$ cat src/sv/smws_ram.sv
// Generic single-write, single-read RAM with per-bit write mask.
// Read data is registered. No dependencies.
module smws_ram #(
	parameter int WIDTH = 8,
	parameter int DEPTH = 16
) (
	input  logic                     clk,
	input  logic                     we,
	input  logic [$clog2(DEPTH)-1:0] waddr,
	input  logic [WIDTH-1:0]         wdata,
	input  logic [WIDTH-1:0]         wmask,
	input  logic                     re,
	input  logic [$clog2(DEPTH)-1:0] raddr,
	output logic [WIDTH-1:0]         rdata
);

	logic [WIDTH-1:0] mem [DEPTH];

	always_ff @(posedge clk) begin
		if (we) begin
			mem[waddr] <= (mem[waddr] & ~wmask) | (wdata & wmask);
		end
		if (re) begin
			rdata <= mem[raddr];
		end
	end

endmodule

$ cat config.mk
export PLATFORM = sky130hd
export DESIGN_NAME = smws_ram
export DESIGN_NICKNAME = d
export VERILOG_FILES = /design/src/sv/smws_ram.sv
export SDC_FILE = /design/constraint.sdc
export NUM_CORES = 1
export LEC_CHECK = 0
export BUFFER_PORTS_ARGS = -buffer_cell sky130_fd_sc_hd__buf_2
export CORE_MARGIN = 3
export CORE_UTILIZATION = 30
export DETAILED_ROUTE_END_ITERATION = 8
export SLEW_MARGIN = 20
export SYNTH_ARGS = -nofsm -noshare
export SYNTH_HDL_FRONTEND = slang
export SYNTH_SLANG_ARGS = --single-unit
$ cat constraint.sdc
create_clock -name clk -period 5.8 [get_ports clk]
set_input_delay 0.29 -clock clk [delete_from_list [all_inputs] [get_ports clk]]
set_output_delay 0.29 -clock clk [all_outputs]
set_load 0.02 [all_outputs]
# Yosys cells after proc, flatten, opt, wreduce, memory -nomap -nowiden
# Memory sizes are Yosys's and may differ from the RTL's. A register that Yosys moved wholly into a read port is not among the register bits.
# Index checks and enable logic that the tools add are counted.
[op_classes]
mux = 2
bitwise_logic = 4
[ops]
columns = ["operator", "n"]
rows = [
  ["8-bit bitwise AND", 2],
  ["8-bit inverter", 1],
  ["8-bit OR", 1],
  ["1-bit 2-to-1 mux", 2],
]
[totals]
register_bits = 0
ram_bits = 128
output_inout_bits = 8
mem_count = 1
[memory_table]
columns = ["memory", "depth", "width", "read_ports", "rd_clocked_by_memory_dff", "write_ports", "line", "source"]
rows = [
  ["mem", 16, 8, 2, 1, 1, "17", "logic [WIDTH-1:0] mem [DEPTH];"],
]

# Longest topological paths before layout
# Gate-level depths: netlist of run 1.
[depth]
ltp_word = 3
ltp_mapped = 6
mapped_depth_nobuf = 3

# Least setup slack after synthesis of run 1
# Ideal clock, no wire load.
[synth_timing]
path_type = "input to register"
start = "input waddr[1]"
end = "memory mem[0][5] (data pin)"
setup_time_ns = 0.386
arrival_time_ns = 1.727
required_time_ns = 5.414
slack_ns = 3.687
stages = 5
n_path_buf = 2
cell_sequence = "buf_2 buf_4 mux4_2 a22oi_1 a41oi_1"
[synth_between]
elab_chain_cells = 3
[synth_lines]
columns = ["item", "line", "source"]
rows = [
  ["start: declaration", "9", "input logic [$clog2(DEPTH)-1:0] waddr,"],
  ["memory read 16 x 8 bit", "--", ""],
  ["8-bit bitwise AND", "21", "mem[waddr] <= (mem[waddr] & ~wmask) | (wdata & wmask);"],
  ["8-bit OR", "21", ""],
  ["end: declaration", "17", ""],
]
# Every way passes these cells.

# Final worst setup path of run 1
[layout_timing]
start = "input waddr[1]"
end = "memory mem[3][7] (data pin)"
# The elaborated chain is that of the path after synthesis.

==> results of run 1 <==
[logic make-up (layout without fill, tap and decap cells)]
group	count (synthesis)	after routing	synth area share
AOI/OAI and AO/OA	32	32	0.03924
buffers and inverters	30	88	0.02688
DFF	136	136	0.6404
muxes	88	88	0.2684
and+or+nand+nor	30	30	0.02511
[worst max-delay path, stage by stage]
cell and delay [ns]:
buf_2 0.60, buf_4 0.53, mux2_1 0.37, a222oi_1 0.37
a32oi_1 0.33, buf_2 0.27
[final cells by class]
| type | instances | area, µm² |
|---|---|---|
| timing repair buffer | 49 | 275.3 |
| multi-input combinational | 150 | 2151 |
| clock buffer | 17 | 425.4 |
| tap | 270 | 337.8 |
| sequential | 136 | 4084 |
| clock inverter | 14 | 158.9 |
| fill | 1884 | 13100 |
| inverter | 8 | 30.03 |
[power by group]
group / leakage [nW] / internal (mW) / switching (mW)
Combinational: 0.949 / 0.0757 / 0.103
Sequential: 1.23 / 1.12 / 0.00573
Clock: 0.273 / 0.667 / 0.392
[path summary, 6_finish.rpt]
check	to	cells past startpoint	from	slack, ns
min	rdata[5]	1	re	0.23
max	mem[3][7]	6	waddr[1]	3.17
max reg2reg	mem[3][7]	4	mem[6][7]	3.77
min reg2reg	rdata[0]	2	mem[9][0]	0.87
[placed cells by master, fill, tap and decap left out, types with 8 or more instances in the layout]
cell       count
a22oi_1       10
buf_4          9
mux4_1        24
inv_1          8
buf_2         37
mux2_1        11
clkbuf_16     17
mux4_2        32
edfxtp_1     136
nor2_1        12
mux2_2        21
[routing by layer]
metal,GRT usage,vias to the layer above,wire length [µm]
met1,0.1594,1797,5902
met2,0.2335,129,8164
met5,0,-,0
li1,-,1486,-
met4,0.06421,0,526
met3,0.03441,43,839
[registers in the layout, summed over array words and instances, names as in the netlist]
signal	cells
mem	128
rdata	8
[stage by stage]
step | total power [mW] | instance area (µm²) | worst slack (ns) | hold WS (ns) | utilization
CTS | 2.372 | 7401 | 3.086 | 0.2277 | 0.3600
floorplan | 1.263 | 6377 | 3.687 | 0.4025 | -
global route | 2.434 | 7462 | 2.984 | 0.2260 | 0.3630
detailed placement | 1.318 | 6817 | 2.645 | 0.6631 | 0.3315
finish | 2.361 | 7462 | 3.169 | 0.2320 | 0.3630
global placement | 1.313 | 6814 | 2.765 | 0.6593 | 0.3314
==> results.md, run 1 <==
- Total core area: 0.02056 mm²
- Final setup fails: 0
- Tmin final: 2.631 ns
- Post-CTS Setup Repair Bufs: 0
- CTS Sinks: 136
- GRT Total Usage: 0.1357
- Clock Latency Late Sink: 0.41 ns
- Clock buffer count from CTS: 17
- Vias: 3,455
- Power Density: 316.3 mW/mm²
- Area leader, netlist: edfxtp_1
- Final net count: 389
- Commonest cells in the netlist: edfxtp_1 (136), mux4_2 (32), mux4_1 (24)
- Final-report hold violation count: 0
- Die area: 0.02304 mm²
- Cell Count, Final, Fillers Out: 644
- Layout Skew: 0.006648 ns
- Syn avg cell area: 20.18 µm²
- Top FF cell, synth: edfxtp_1
- Syn. warnings: 0
- Required time worst endpoint: 5.95 ns
- Die Height: 151.8 µm
- Mapped Cells: 316
- Outcome: finished clean
- Max cap viols: 0
- CTS root buf: clkbuf_16
- Number of synthesized register bits: 136
- Placer congestion estimate: 0.7748
- Placed Cells incl. Taps: 606
- Largest cells by area after synthesis: edfxtp_1 (64%), mux4_2 (11%), mux4_1 (9.9%)
- DRC: 0
- Leakage power: 2.453 nW
- Max clock buf depth: 2
- First-pass detailed-route iteration total: 5
- Final HPWL DP: 10,050 µm
- Peak VDD IR: 0.1976 mV
- Area Overhead vs Synth: 17.01%
- Min-Delay Path Class: in2reg
- Synth top area share: 0.6404
- Critical Path End Type: register
- Post-route ant nets: 0
- Distinct cells, synth: 29
- Slew headroom: 0.2123
- Ant diodes: 0
- Syn nets: 343
- Port bufs: 34
- Maximum clock rate: 380.1 MHz
- Sum of negative setup slack: 0 ns
- Kind of critical path: in2reg
- Hold_buf cts: 0
- Initial DRC Count: 238
- Die W: 151.8 µm
- Largest net degree at the start of global routing: 33
- Period utilization: 0.4536
- Share of the yosys chip area belonging to registers: 0.6404
- TritonCTS clock tree: done
- Clk pin slew, worst setup/hold paths: 0.06 ns
- Crit-path max FO: 31
- H-tree levels: 4
- Cell Rows: 52
- First-pass GRT wire length: 22,970 µm
- Initial Utilization: 0.3102
- Slew Viols, Final: 0
- Share of synthesized flip-flops with an asynchronous set or reset: 0
- Most frequent cell after synthesis: edfxtp_1
- Crit path launch type: input port
- Fraction of layout cells with a size suffix above 1: 0.3636
- Worst slew pin tran: 1.179 ns
- Post-CTS resize count: 0
- Count of flip-flops with a built-in enable after synthesis: 136
- Vias per cell: 5.365
- Total Routed Length: 15,430 µm
- Wire per inst: 23.96 µm
- Grt total ovfl: 0
- Post-Syn Area: 0.006377 mm²
- RSZ-0062 raised after global routing: false
- Critical path data arrival time: 2.78 ns
- Number of global-route vias before repair: 3,606
- Top Ports: 35
- Initial antenna violation count: 0
Note: power is estimated with default switching activity, not from simulation.
==> run 2, diff against run 1 <==
clock period = 2.6 ns   (was 5.8 ns; I/O delays follow)
==> run 2 against run 1 <==
Combinational power grew 140%; total power up 140%; flip-flop and latch count did not move; clock power rose to 2.6 times the previous value; count of clock-buffer cells in the layout is the same; critical path depth is 4 lower; highest routed layer unchanged.
==> results.md, run 2 (synthesized netlist as in run 1, its figures left out) <==
- Crit path launch type: register
- Period utilization: 0.6643
- Seq pwr share: 0.442
- Initial antenna violation count: 0
- H-tree levels: 4
- Reg with most FFs: mem
- Peak VDD IR: 0.4490 mV
- Crit-path max FO: 2
- Max clock buf depth: 2
- Outcome: finished clean
- Gate power share: 0.076
- Initial Utilization: 0.3102
- Register area: 0.004084 mm²
- Hold_buf cts: 0
- Clock Latency Late Sink: 0.41 ns
- Worst slew pin tran: 0.5967 ns
- Cell Rows: 52
- Grt total ovfl: 0
- Regs by FF count: mem (128), rdata (8)
- Tmin final: 1.727 ns
- Final HPWL DP: 10,640 µm
- Post-route ant nets: 0
- Cell Count, Final, Fillers Out: 667
- Kind of critical path: reg2reg
- Post-CTS resize count: 0
- First-pass detailed-route iteration total: 5
- DRC: 0
- Finished Core Util: 0.3761
- Total core area: 0.02056 mm²
- Wire per inst: 24.25 µm
- Area Overhead vs Synth: 21.25%
- Top Ports: 35
- Fill cells: 1,896
- Sw Share: 0.2075
- Placer congestion estimate: 0.8335
- Setup ws final: 0.8728 ns
- Critical path data arrival time: 1.87 ns
- Commonest non-fill, non-tap cell in the layout: edfxtp_1
- Die Height: 151.8 µm
- Most frequent cells in the layout: edfxtp_1 (136), buf_2 (34), buf_4 (34)
- Required time worst endpoint: 2.74 ns
- Multi-input logic area: 0.002122 mm²
- Ant diodes: 0
- Maximum clock rate: 579.0 MHz
- Min-Delay Path Class: in2reg
- Post-CTS Setup Repair Bufs: 0
- CTS root buf: clkbuf_16
- Vias per cell: 5.363
- Total power: 5.660 mW
- CTS Sinks: 136
- Die W: 151.8 µm
- DP Area: 0.007059 mm²
- Final-report hold violation count: 0
- Layout Skew: 0.007085 ns
- Final net count: 411
- Leakage power: 2.627 nW
- Number of global-route vias before repair: 3,707
- TritonCTS clock tree: done
- Slew headroom: 0.6022
- Clk pin slew, worst setup/hold paths: 0.06 ns
- Sum of negative setup slack: 0 ns
- Clock buffer count from CTS: 17
- Psw: 1.174 mW
- Slew Viols, Final: 0
- First-pass GRT wire length: 24,070 µm
- Die area: 0.02304 mm²
- Power Density: 731.9 mW/mm²
- Vias: 3,577
- WHS: 0.07935 ns
- GRT Total Usage: 0.1414
- Initial DRC Count: 386
- Max cap viols: 0
- Post-Layout Inst Area: 0.007732 mm²
- Port bufs: 34
- Max reg flops: 128
- Total Routed Length: 16,180 µm
- Critical Path End Type: register
- Internal: 4.485 mW
- Largest net degree at the start of global routing: 56
- Clk pwr share: 0.482
- Final setup fails: 0
- RSZ-0062 raised after global routing: false
- Placed Cells incl. Taps: 635
- Place WS: 0.5829 ns
- Fraction of layout cells with a size suffix above 1: 0.3955
run 2: changes by cell type in the layout (fill, tap and decap cells not counted), sizes merged:
cell      previous run  this run
clkinv               7         4
bufinv               3         6
clkbuf              20        17
clkinvlp             4         3
buf                 46        71
inv                  8        10
run 2: cell type report:
cell class	instances	area share
multi-input cells	150	0.2744
clock inverters	15	0.03204
well taps	270	0.04369
inverters	8	0.003883
flip-flops and latches	136	0.5282
repair buffers	71	0.06278
clock buffers	17	0.05502
run 2: path summary, 6_finish.rpt:
path | startpoint | cells after the start | slack, ns | to
worst min register to register | mem[4][5] | 2 | 0.88 | rdata[5]
worst max register to register | mem[5][2] | 2 | 0.87 | rdata[2]
worst min-delay path | re | 1 | 0.08 | rdata[5]
worst max-delay path | mem[5][2] | 2 | 0.87 | rdata[2]
run 2: worst max-delay path: stages, from the launching register on:
cell and delay (ns):
edfxtp_1 0.38, mux4_1 0.56, mux4_2 0.51
run 2: per-layer routing:
metal	global-route usage	wire, µm	vias up
met5	0	0	-
met4	0.04024	270	0
met3	0.03413	1046	21
met2	0.2428	8302	135
met1	0.1793	6555	1893
li1	-	-	1528
run 2: power groups by stage:
stage                     registers [mW]  clock network [mW]  logic [mW]
after floorplan                     2.56                   0       0.257
after global placement              2.55                   0       0.423
after detailed placement            2.55                   0       0.431
after CTS                           2.50                2.75       0.433
after global routing                2.51                2.86       0.460
final                               2.50                2.73       0.428
