### src/sv/smws_pkg.sv
// Package for the substring matcher with substitutions.
// Holds the item kind codes, character set types and the cell command struct.
// No dependencies.
package smws_pkg;

	localparam int CHAR_W          = 7;
	localparam int NUM_CHARS       = 1 << CHAR_W;
	localparam int MAX_PATTERN_DEF = 64;

	typedef enum logic [1:0] {
		KIND_CLEAR  = 2'd0,
		KIND_ADD_SUB = 2'd1,
		KIND_APPEND = 2'd2,
		KIND_TEXT   = 2'd3
	} kind_t;

	typedef logic [CHAR_W-1:0]    char_t;
	typedef logic [NUM_CHARS-1:0] char_set_t;

	// broadcast to every cell of the chain for one transfer
	typedef struct packed {
		logic  clr;
		logic  app;
		logic  sub;
		logic  txt;
		logic  eot;
		char_t ch1;
		char_t ch2;
	} cell_cmd_t;

	function automatic char_set_t char_bit(input char_t ch);
		char_bit = char_set_t'(1) << ch;
	endfunction

endpackage

### src/sv/smws_cell.sv
// One pattern position of the shift-and chain: pattern char, its class set
// and the partial match bit handed to the next cell. Depends on smws_pkg.
module smws_cell
	import smws_pkg::*;
(
	input  logic      clk,
	input  logic      arst_n,
	input  cell_cmd_t cmd,
	input  char_set_t row,
	input  logic      prev_valid,
	input  logic      prev_match,
	input  logic      next_valid,
	output logic      valid,
	output logic      match,
	output logic      hit
);

	logic      valid_q;
	logic      match_q;
	logic      pend_q;
	char_t     pat_q;
	char_set_t cls_q;
	logic      hit_s1;

	char_set_t cls;
	logic      load;
	logic      sub_hit;
	logic      match_nxt;
	logic      last;

	// class row arrives from the table in the cycle after the append
	assign cls       = pend_q ? (row | char_bit(pat_q)) : cls_q;
	assign load      = cmd.app & prev_valid & ~valid_q;
	assign sub_hit   = cmd.sub & valid_q & (pat_q == cmd.ch1);
	assign match_nxt = valid_q & prev_match & cls[cmd.ch1];
	assign last      = valid_q & ~next_valid;

	always_ff @(posedge clk or negedge arst_n) begin
		if (!arst_n) begin
			valid_q <= 1'b0;
			match_q <= 1'b0;
			pend_q  <= 1'b0;
		end else if (cmd.clr) begin
			valid_q <= 1'b0;
			match_q <= 1'b0;
			pend_q  <= 1'b0;
		end else begin
			pend_q <= load;
			if (load) begin
				valid_q <= 1'b1;
				match_q <= 1'b0;
			end else if (cmd.txt) begin
				match_q <= cmd.eot ? 1'b0 : match_nxt;
			end
		end
	end

	always_ff @(posedge clk) begin
		cls_q <= cls | (sub_hit ? char_bit(cmd.ch2) : '0);
		if (load) begin
			pat_q <= cmd.ch1;
		end
		if (cmd.txt) begin
			hit_s1 <= match_nxt & last;
		end
	end

	assign valid = valid_q;
	assign match = match_q;
	assign hit   = hit_s1;

endmodule

### config.mk
export PLATFORM = sky130hd
export DESIGN_NAME = smws_cell
export DESIGN_NICKNAME = d
export VERILOG_FILES = /design/src/sv/smws_pkg.sv /design/src/sv/smws_cell.sv
export SDC_FILE = /design/constraint.sdc
export NUM_CORES = 1
export LEC_CHECK = 0
export BUFFER_PORTS_ARGS = -buffer_cell sky130_fd_sc_hd__buf_4
export CELL_PAD_IN_SITES_DETAIL_PLACEMENT = 0
export CELL_PAD_IN_SITES_GLOBAL_PLACEMENT = 1
export CORE_ASPECT_RATIO = 0.9
export CORE_UTILIZATION = 42
export DETAILED_ROUTE_END_ITERATION = 6
export PLACE_DENSITY = 0.89
export SLEW_MARGIN = 30
export SYNTH_ARGS = -nofsm -noshare
export SYNTH_HDL_FRONTEND = slang
export SYNTH_SLANG_ARGS = --single-unit
### constraint.sdc
create_clock -name clk -period 3.25 [get_ports clk]
set_clock_uncertainty 0.05 [all_clocks]
set_input_delay 0.4875 -clock clk [delete_from_list [all_inputs] [get_ports clk]]
set_output_delay 0.4875 -clock clk [all_outputs]
set_load 0.02 [all_outputs]
# Word-level counts from Yosys, hierarchy flattened
# Cells that the tools add are included.
# totals
register_bits	139
in_bits	152
out_inout_bits	3
# classes
n_lt_le_gt_ge	1
n_eq_ne	1
shifts	2
mux	11
n_bitwise	12
reduce_logical	2
# op_table
cell	count
$mux W128	2
$or A128 B128 Y128	2
$shl A1 B7 Y128 const A	2
$and A1 B1 Y1	8
$lt A7 B8 Y1 const B	1
$mux W1	8
$bmux W1 S7	1
$eq A7 B7 Y1	1
$reduce_bool A3 Y1	1
$not A1 Y1	2
$reduce_bool A2 Y1	1

# Logic depth before layout (Yosys ltp)
# depth
depth_word	10
depth_mapped	14
mapped_depth_nobuf	9

# Worst setup path before layout
# OpenSTA, ideal clock, no wires.
# synth_timing
kind	reg-to-reg
start	reg pend_q
end	reg hit_s1, in the netlist hit (data pin)
setup_time_ns	0.266
arrival_ns	2.389
setup_slack_ns	0.545
path_stages_with_launch	14
n_path_buf	5
synth_period_minus_slack_ns	2.705
path_cell_list	dfrtp_1 > buf_2 > buf_2 > buf_2 > buf_2 > buf_2 > mux2i_1 > o211ai_1 > a32oi_1 > a211oi_1 > o31ai_1 > o21ai_0 > o32ai_1 > a21oi_1
# synth_via
elab_chain_len	5
# synth_rtl
item	line_no	source
start: declaration	smws_cell.sv:20	logic pend_q;
start signal: assignment	smws_cell.sv:48	pend_q <= load;
$mux W128	smws_cell.sv:32	assign cls = pend_q ? (row | char_bit(pat_q)) : cls_q;
$bmux W1 S7	smws_cell.sv:35	assign match_nxt = valid_q & prev_match & cls[cmd.ch1];
$mux W1 (implied by the code)	smws_cell.sv:35	
$and A1 B1 Y1	smws_cell.sv:35	
$and A1 B1 Y1	smws_cell.sv:64	hit_s1 <= match_nxt & last;
end signal: assignment	smws_cell.sv:64	
end: declaration	smws_cell.sv:23	logic hit_s1;
# No other way between the ends. The select of a mux whose other input is x is not followed.
# A chain may end at the register's enable or synchronous reset.

# Final worst setup path
# layout_timing
start	reg pat_q[3]
end	reg match_q, in the netlist match
# layout_via
elab_chain_len	10
# layout_rtl
item	line_no	source
start: declaration	smws_cell.sv:21	char_t pat_q;
start signal: assignment	smws_cell.sv:61	pat_q <= cmd.ch1;
$shl A1 B7 Y128	smws_pkg.sv:32	char_bit = char_set_t'(1) << ch;
$or A128 B128 Y128	smws_cell.sv:32	
$mux W128	smws_cell.sv:32	
$bmux W1 S7	smws_cell.sv:35	
$mux W1 (implied by the code)	smws_cell.sv:35	
$and A1 B1 Y1	smws_cell.sv:35	
$mux W1	smws_cell.sv:53	match_q <= cmd.eot ? 1'b0 : match_nxt;
$mux W1	smws_cell.sv:52	end else if (cmd.txt) begin
$mux W1	smws_cell.sv:49	if (load) begin
$mux W1	smws_cell.sv:43	end else if (cmd.clr) begin
end signal: assignment	smws_cell.sv:53	
end: declaration	smws_cell.sv:19	logic match_q;
# No other way between the ends. The select of a mux whose other input is x is not followed.

==> results_dict.tcl <==
set metrics [dict create \
    clock-root-buffer "clkbuf_16" \
    met3_usage 0.0625 \
    worstPathMaxFanout 10 \
    num_rows 46 \
    cts_sinks 139 \
    die_area_sq_um 19200 \
    grt_pass1_wl_mm 46.9 \
    fin_ws_ps 65.7 \
    synth_top_family_by_area "compound AO/OA/AOI/OAI gates" \
    synth_ff_type "dfxtp_1" \
    synth_top_cell_by_area "dfxtp_1" \
    p_comb_frac 0.237 \
    yosys.area_share.xor_xnor 0.00783 \
    critPathBufInv 0 \
    finalCritPeriodShare 0.980 \
    syn_inst 874 \
    p_leak_nw 4.02 \
    final.min_clock_period_ps 3180 \
    finalWirelength_mm 31.1 \
    clock_latency_ps 440 \
    place_congestion 0.978 \
    seq_area_frac_synth 0.367 \
    antennaDiodeCount 0 \
    p_total_mw 5.44 \
    hold_path_class "in2reg" \
    crit_path_end_kind "register" \
    start_util 0.436 \
    yosys.area.top_type_share 0.327 \
    critPathTopFamily "compound AO/OA/AOI/OAI gates" \
    dp_hpwl_mm 22.2 \
    portBuffers 154 \
    critPathLaunchType "register" \
    die_h_um 132 \
    maxCapViolations 0 \
    yosys.area_share.adder 0 \
    syn_nets 1026 \
    yosysWarnings 0 \
    yosysUniqueCellTypes 63 \
    hold_viol 0 \
    cts_buffers 17 \
    finalNetCount 1175 \
    synth_compound_area_frac 0.278 \
    setup_viol_count_final 0 \
    coreArea_sq_um 18000 \
    synth_seq_cells 139 \
    required_ps 3530 \
    slew_viol_final 0 \
    met1_usage 0.428 \
    grt_overflow_total 0 \
    drtPass1Iterations 6 \
    critPathSlowestCell "edfxtp_1" \
    cts_tree "yes" \
    switching_share 0.275 \
    vias_per_cell 6.52 \
    p_switching_mw 1.49 \
    grt_util_met2 0.510 \
    final_core_util 0.567 \
    syn_area_sq_um 7830 \
    muxShareOfSynthArea 0.0657 \
    peakVddDrop_uv 408 \
    p_per_area_nw_per_um2 534 \
    path_cells "and4_1 > a221oi_1 > mux2i_1 > a221oi_1 > o21ai_1 > and3_1 > o32ai_2 > nand2_1 > a21o_1" \
    clockPowerShare 0.375 \
    synth_edf_count 8 \
    io_pins 155 \
    fmax_ghz 0.314 \
    postRouteAntennaNets 0 \
    vias 8318 \
    grt_pass1_vias 7828 \
    busiest_layer "met2" \
    cp.arrival_ps 3460 \
    async_flop_share 0.0216 \
    dp_slack_ps 9.48 \
    drc 0 \
    antenna_found_initial 0 \
    synth.avg_cell_area_sq_um 8.96 \
    cpMostUsedCell "a221oi_1" \
    clk_pin_slew_ps 60 \
    h-tree-depth 4 \
    pwr-share-seq 0.388 \
    slew_headroom 0.425 \
    tightest_slew_ps 860 \
    drive_above_1_share 0.284 \
    hold_slack_ps 185 \
    worstSetupPathType "reg2reg" \
    wl_per_cell_um 24.4 \
    synth.area.top_cells "dfxtp_1 33%, a221oi_1 14%, nor2b_1 10%" \
    cpPeakStageDelay_ps 520 \
    drt_iter0_drc 1144 \
    cts.path.max_buffers 2 \
    intPower_mw 3.95 \
    status "complete, no violations" \
    grtUsageTotal 0.323 \
    synthSimpleGateAreaFrac 0.221 \
    area_growth_pct 30.1 \
    die_w_um 146 \
    grt_max_degree 80 \
]
[worst register-to-register path, cell delays in order, from the launching register on]
cell	delay (ps)
edfxtp_1	520
and4_1	470
a221oi_1	450
mux2i_1	170
a221oi_1	370
o21ai_1	170
and3_1	210
o32ai_2	340
nand2_1	150
a21o_1	170
[kinds of logic (layout without fill, tap and decap cells)]
group                  after synthesis  in the layout
buffers and inverters               98            260
multiplexers                        39             39
flip-flops                         139            139
AND/OR/NAND/NOR                    281            281
XOR/XNOR                             7              7
AO/OA/AOI/OAI                      310            310
[cell type report]
cell class,instances,area [sq um]
fillers,1599,7770
multi-input cells,637,4600
flip-flops and latches,139,2880
repair buffers,225,1780
clock buffers,22,505
well taps,240,300
clock inverters,10,110
inverters,3,11.3
[per-layer routing]
metal	vias up	share of wire
met4	0	0.038
met3	97	0.12
met1	3946	0.40
met2	607	0.45
met5	-	0
li1	3668	-
[power by group through the flow]
stage	sequential, mW	clock (mW)	combinational (mW)
after floorplan	2.12	0	0.834
after global routing	2.14	2.10	1.40
after global placement	2.13	0	1.22
final	2.11	2.04	1.29
after detailed placement	2.15	0	1.24
after CTS	2.11	2.03	1.25
[what timing repair did]
item                       4_1_cts  5_1_grt
gates resized for setup          3        7
hold endpoints to repair         3        0
setup endpoints to repair        2        2
pin swaps                        0        1
buffers inserted                 0        7
hold buffers                     1        0
[Yosys cell counts, types with 8 or more instances]
| cell | count |
|---|---|
| nand2_1 | 42 |
| nor4bb_1 | 8 |
| mux2_2 | 9 |
| nor2b_1 | 130 |
| buf_2 | 36 |
| nand3_1 | 18 |
| a221oi_1 | 122 |
| nor3_1 | 13 |
| a21oi_1 | 12 |
| nor2_1 | 26 |
| dfxtp_1 | 128 |
| edfxtp_1 | 8 |
| o21ai_0 | 126 |
| clkbuf_1 | 41 |
| mux4_2 | 9 |
| buf_1 | 9 |
| mux2i_1 | 21 |
[flip-flops by register name, summed over array words and instances (netlist names)]
register  flops
cls_q       128
match         1
pat_q         7
hit           1
pend_q        1
valid         1
[layout by cell type, fill, tap and decap left out, drive strengths merged, types with 4 or more instances in the layout]
cell type,Yosys,routed
a2111oi,5,5
a211oi,7,7
a21oi,12,12
a221oi,123,123
and2,6,6
and4b,7,7
buf,53,224
clkbuf,42,22
clkinv,0,5
dfxtp,128,128
edfxtp,8,8
inv,3,4
mux2,9,9
mux2i,21,21
mux4,9,9
nand2,42,42
nand3,18,18
nor2,26,26
nor2b,130,130
nor3,13,13
nor4b,8,8
nor4bb,8,8
o211ai,5,5
o21ai,126,126
o22ai,4,4
xnor2,5,5
[path summary, 6_finish.rpt]
kind,cells after the start,end,slack [ps],startpoint
setup / recovery,9,match,70,pat_q[3]
hold / removal,2,valid,190,cmd[18]
setup reg to reg,9,match,70,pat_q[3]
hold reg to reg,2,cls_q[119],450,cls_q[119]
max in group asynchronous,2,pend_q,2710,arst_n
min in group asynchronous,2,pend_q,330,arst_n
[stage by stage]
stage,TNS (ps),cells,area (sq um)
after floorplan,0,874,7830
after global placement,0,1236,9450
after detailed placement,0,1236,9450
after CTS,0,1269,10100
after global routing,-11.8,1276,10200
final,0,1276,10200
Note: power is estimated with default switching activity, not from simulation.
